--- src/rtl/nps3_pkg.sv ---
// ----------------------------------------------------------------------------
// nps3_pkg: shared types and constants for the 3D nearest point search
// Op codes, default sizes and the sequencer state type.
// ----------------------------------------------------------------------------
package nps3_pkg;

   localparam int DEF_MAX_POINTS = 16384;
   localparam int DEF_COORD_BITS = 18;

   localparam int OP_W = 2;

   localparam logic [OP_W-1:0] OP_LOAD  = 2'd0;
   localparam logic [OP_W-1:0] OP_QUERY = 2'd1;
   localparam logic [OP_W-1:0] OP_CLEAR = 2'd2;

   typedef enum logic [1:0] {
      ST_IDLE,
      ST_WALK,
      ST_FINISH
   } state_type;

endpackage

--- src/rtl/nps3_dist_unit.sv ---
// ----------------------------------------------------------------------------
// nps3_dist_unit: shared squared distance unit
// Forms three coordinate differences and squares them into registers, then
// sums the registered squares. Accepts one point per cycle.
// ----------------------------------------------------------------------------
module nps3_dist_unit
   import nps3_pkg::*;
#(
   parameter int COORD_BITS = DEF_COORD_BITS,
   parameter int IDX_W      = 14,
   parameter int DIST_W     = 2 * COORD_BITS + 2
) (
   input  logic                    clock,
   input  logic                    reset,
   input  logic                    in_valid,
   input  logic [IDX_W-1:0]        in_index,
   input  logic [COORD_BITS-1:0]   query_x,
   input  logic [COORD_BITS-1:0]   query_y,
   input  logic [COORD_BITS-1:0]   query_z,
   input  logic [3*COORD_BITS-1:0] point,
   output logic                    out_valid,
   output logic [IDX_W-1:0]        out_index,
   output logic [DIST_W-1:0]       out_dist
);

   localparam int C    = COORD_BITS;
   localparam int DW   = C + 1;
   localparam int SQ_W = 2 * C + 1;

   logic signed [DW-1:0]   dx, dy, dz;
   logic signed [2*DW-1:0] px2, py2, pz2;

   logic [SQ_W-1:0]  sq_x_ff, sq_y_ff, sq_z_ff;
   logic             valid_ff;
   logic [IDX_W-1:0] index_ff;

   always_comb begin
      dx  = $signed({query_x[C-1], query_x}) - $signed({point[3*C-1], point[3*C-1:2*C]});
      dy  = $signed({query_y[C-1], query_y}) - $signed({point[2*C-1], point[2*C-1:C]});
      dz  = $signed({query_z[C-1], query_z}) - $signed({point[C-1], point[C-1:0]});
      px2 = dx * dx;
      py2 = dy * dy;
      pz2 = dz * dz;
   end

   always_ff @(posedge clock) begin
      sq_x_ff  <= px2[SQ_W-1:0];
      sq_y_ff  <= py2[SQ_W-1:0];
      sq_z_ff  <= pz2[SQ_W-1:0];
      index_ff <= in_index;
   end

   always_ff @(posedge clock) begin
      if (reset) begin
         valid_ff <= 1'b0;
      end else begin
         valid_ff <= in_valid;
      end
   end

   assign out_valid = valid_ff;
   assign out_index = index_ff;
   assign out_dist  = DIST_W'(sq_x_ff) + DIST_W'(sq_y_ff) + DIST_W'(sq_z_ff);

endmodule

--- config.mk ---
export PLATFORM = sky130hd
export DESIGN_NAME = nps3_dist_unit
export DESIGN_NICKNAME = d
export VERILOG_FILES = /design/src/rtl/nps3_pkg.sv /design/src/rtl/nps3_dist_unit.sv
export SDC_FILE = /design/constraint.sdc
export NUM_CORES = 2
export LEC_CHECK = 0
export BUFFER_PORTS_ARGS = -buffer_cell sky130_fd_sc_hd__clkbuf_2
export CORE_MARGIN = 5
export CORE_UTILIZATION = 55
export CTS_CLUSTER_SIZE = 28
export DETAILED_ROUTE_END_ITERATION = 12
export PLACE_DENSITY = 0.8
export SETUP_SLACK_MARGIN = 0.2
export SYNTH_ARGS = -nofsm -noshare
export SYNTH_HDL_FRONTEND = slang
export SYNTH_SLANG_ARGS = --single-unit
export TNS_END_PERCENT = 5
--- constraint.sdc ---
create_clock -name clock -period 13.4 [get_ports clock]
set_clock_uncertainty 0.1 [all_clocks]
set_input_delay 2.68 -clock clock [delete_from_list [all_inputs] [get_ports clock]]
set_output_delay 2.68 -clock clock [all_outputs]
set_load 0.01 [all_outputs]
==> flow_summary.ini <==
[finish]
antenna-diode-count = 0
fin_cells = 5720
nets = 6253
area_growth_pct = 6.76
n_fill_cell = 6294
drive_gt1_share_pct = 7.06

[logic_synthesis]
synth_seq_cells = 123
synth_ff_type = dfxtp_1
yosysTopAreaCell = fa_1
yosys-top-cells-area = fa_1 48%, ha_1 13%, inv_1 11%
syn_avg_cell_area_um2 = 9.38
synthTopCellsByCount = 1269 x inv_1, 1013 x fa_1, 438 x ha_1
synth_most_common_cell = inv_1
yosysWarnings = 0
syn-cell-area_um2 = 42300
seq_area_frac_synth_pct = 5.82
synth_cell_types = 91
synth_top_area_share_pct = 48.0
syn-instance-count = 4508
synth-async-reset-ratio_pct = 0
synth_edf_count = 0

[cts]
cts_tree = built
postCtsSetupRepairBufs = 0
clockRootBuffer = clkbuf_16
cts.sink_count = 123
cts_max_level = 4
cts_resized = 0
cts_buffer_depth = 2
hold_buffers = 0
path_clk_slew_ns = 0.06
numCtsBuffers = 17

[grt]
grt_max_degree = 27
antenna_found_initial = 2
track_usage_pct = 24.8
gr-total-overflow = 0
grt_pass1_wl_mm = 166
grt_pass1_vias = 33655

[routing]
drt_first_pass_iters = 7
wl_mm = 98.2
routed_via_density = 5.33
postRouteAntennaNets = 0
wl_per_cell_um = 17.2
drt_iter0_drc = 1896
drc = 0
num_vias = 30469

[status]
outcome = complete, no violations

[timing]
holdWs_ns = 2.25
tightest_slew_ns = 1.15
fin_setup_tns_ns = 0
max_freq_mhz = 83.8
maxSlewHeadroom_pct = 22.7
min_period_ns = 11.94
final.period_utilization_pct = 89.1
rsz0062_at_grt = no
maxSlewViolCount = 0
hold_viol = 0
finalSetupViolCount = 0

[setup_path]
critical_path.max_stage_delay_ns = 0.57
worst-path-max-fanout = 14
cp_top_family = adder cells
worst_ep_arrival_time_ns = 12.14
path_buf_inv = 9
critPathRequiredTime_ns = 13.61
crit_top_cell = inv_1
crit_path_start_kind = input pin
critical_path.slowest_cell = fa_1
end_kind = register
critPathKind = input pin to register

[min_path]
whs_endpoint = out_index[13]
min_path_type = input pin to register
whs_path_depth = 1
min_from = in_index[13]

[floorplanning]
die_w_um = 287
fp.dieH_um = 287
core_um2 = 76100
die_area_um2 = 82500
start_util_pct = 55.6
rows = 101
io_pins = 178

[placement]
dp_hpwl_mm = 84.8
dpl.cell_count = 5688
io_buffers = 177
gp_congestion = 0.935

[run]
maxCapViolations = 0
layout by cell type, fill, tap and decap left out, types with 10 or more instances in the layout:
cell       synthesis  layout
a21o_1            83      83
a21oi_1          141     141
a31o_2            15      15
and2_1            28      28
and3_1            15      15
buf_4              4      46
clkbuf_16          0      17
clkbuf_2           0     177
clkinv_1          13      13
dfxtp_1          123     123
fa_1            1013    1013
ha_1             438     438
inv_1           1269    1269
inv_2             10      10
nand2_1          383     383
nand2b_1          24      24
nand3_1           20      20
nor2_1           315     315
nor2b_1           23      23
nor3_1            23      23
o21a_1            23      23
o21ai_0           67      67
o21bai_1          33      33
or2_2             11      11
xnor2_1          165     159
xnor2_2            4      10
xor2_1            50      50
final cells by class:
type / instances / area, um^2 / share of cell area (%)
multi-input combinational: 3020 / 34700 / 76.9
inverter: 1292 / 4850 / 10.7
sequential: 123 / 2460 / 5.45
tap: 1030 / 1290 / 2.85
timing repair buffer: 223 / 1230 / 2.73
clock buffer: 19 / 453 / 1.00
clock inverter: 13 / 140 / 0.310
logic make-up (layout without fill, tap and decap cells):
group                    after synthesis  in the layout  share of synthesized area [%]
AO/OA/AOI/OAI                        466            466                           7.53
XOR/XNOR                             220            220                           4.64
adder cells (fa/ha/maj)             1451           1451                           60.9
buffers and inverters               1368           1547                           12.2
flip-flops                           123            123                           5.82
multiplexers                           3              3                         0.0769
other                                  1              4                        0.00887
AND/OR/NAND/NOR                      876            876                           8.81
per-layer routing:
layer / global-route usage (%) / wire (um) / up-vias
met2: 41.9 / 47900 / 1253
met1: 32.7 / 38600 / 15242
met3: 4.63 / 8270 / 246
li1: - / - / 13728
met4: 7.55 / 3500 / 0
met5: 0 / 0 / -
stage by stage:
step                area (um^2)  worst slack, ns  util, %
floorplan                 42300             2.08        -
global placement          44600             1.32     58.6
detailed placement        44600             1.09     58.6
CTS                       45100             1.47     59.3
global route              45100            0.741     59.3
finish                    45100             1.46     59.3
worst max path at each step:
| stage | start | to | slack, ns | cells after the start |
|---|---|---|---|---|
| finish | query_y[0] | sq_y_ff[36] | 1.46 | 39 |
| global route | query_y[0] | sq_y_ff[36] | 0.74 | 39 |
| detailed placement | query_y[0] | sq_y_ff[36] | 1.09 | 39 |
| floorplan | query_y[0] | sq_y_ff[35] | 2.08 | 38 |
| global placement | query_y[0] | sq_y_ff[36] | 1.32 | 39 |
| CTS | query_y[0] | sq_y_ff[36] | 1.47 | 39 |
state kept, by name, indices dropped and copies added (netlist names):
name and count:
sq_y_ff 36, out_index 14, sq_x_ff 36, sq_z_ff 36, out_valid 1
Power is left out: the tool's default activity adds up to more than one toggle a clock period on the data nets, which glitch-free logic cannot reach.
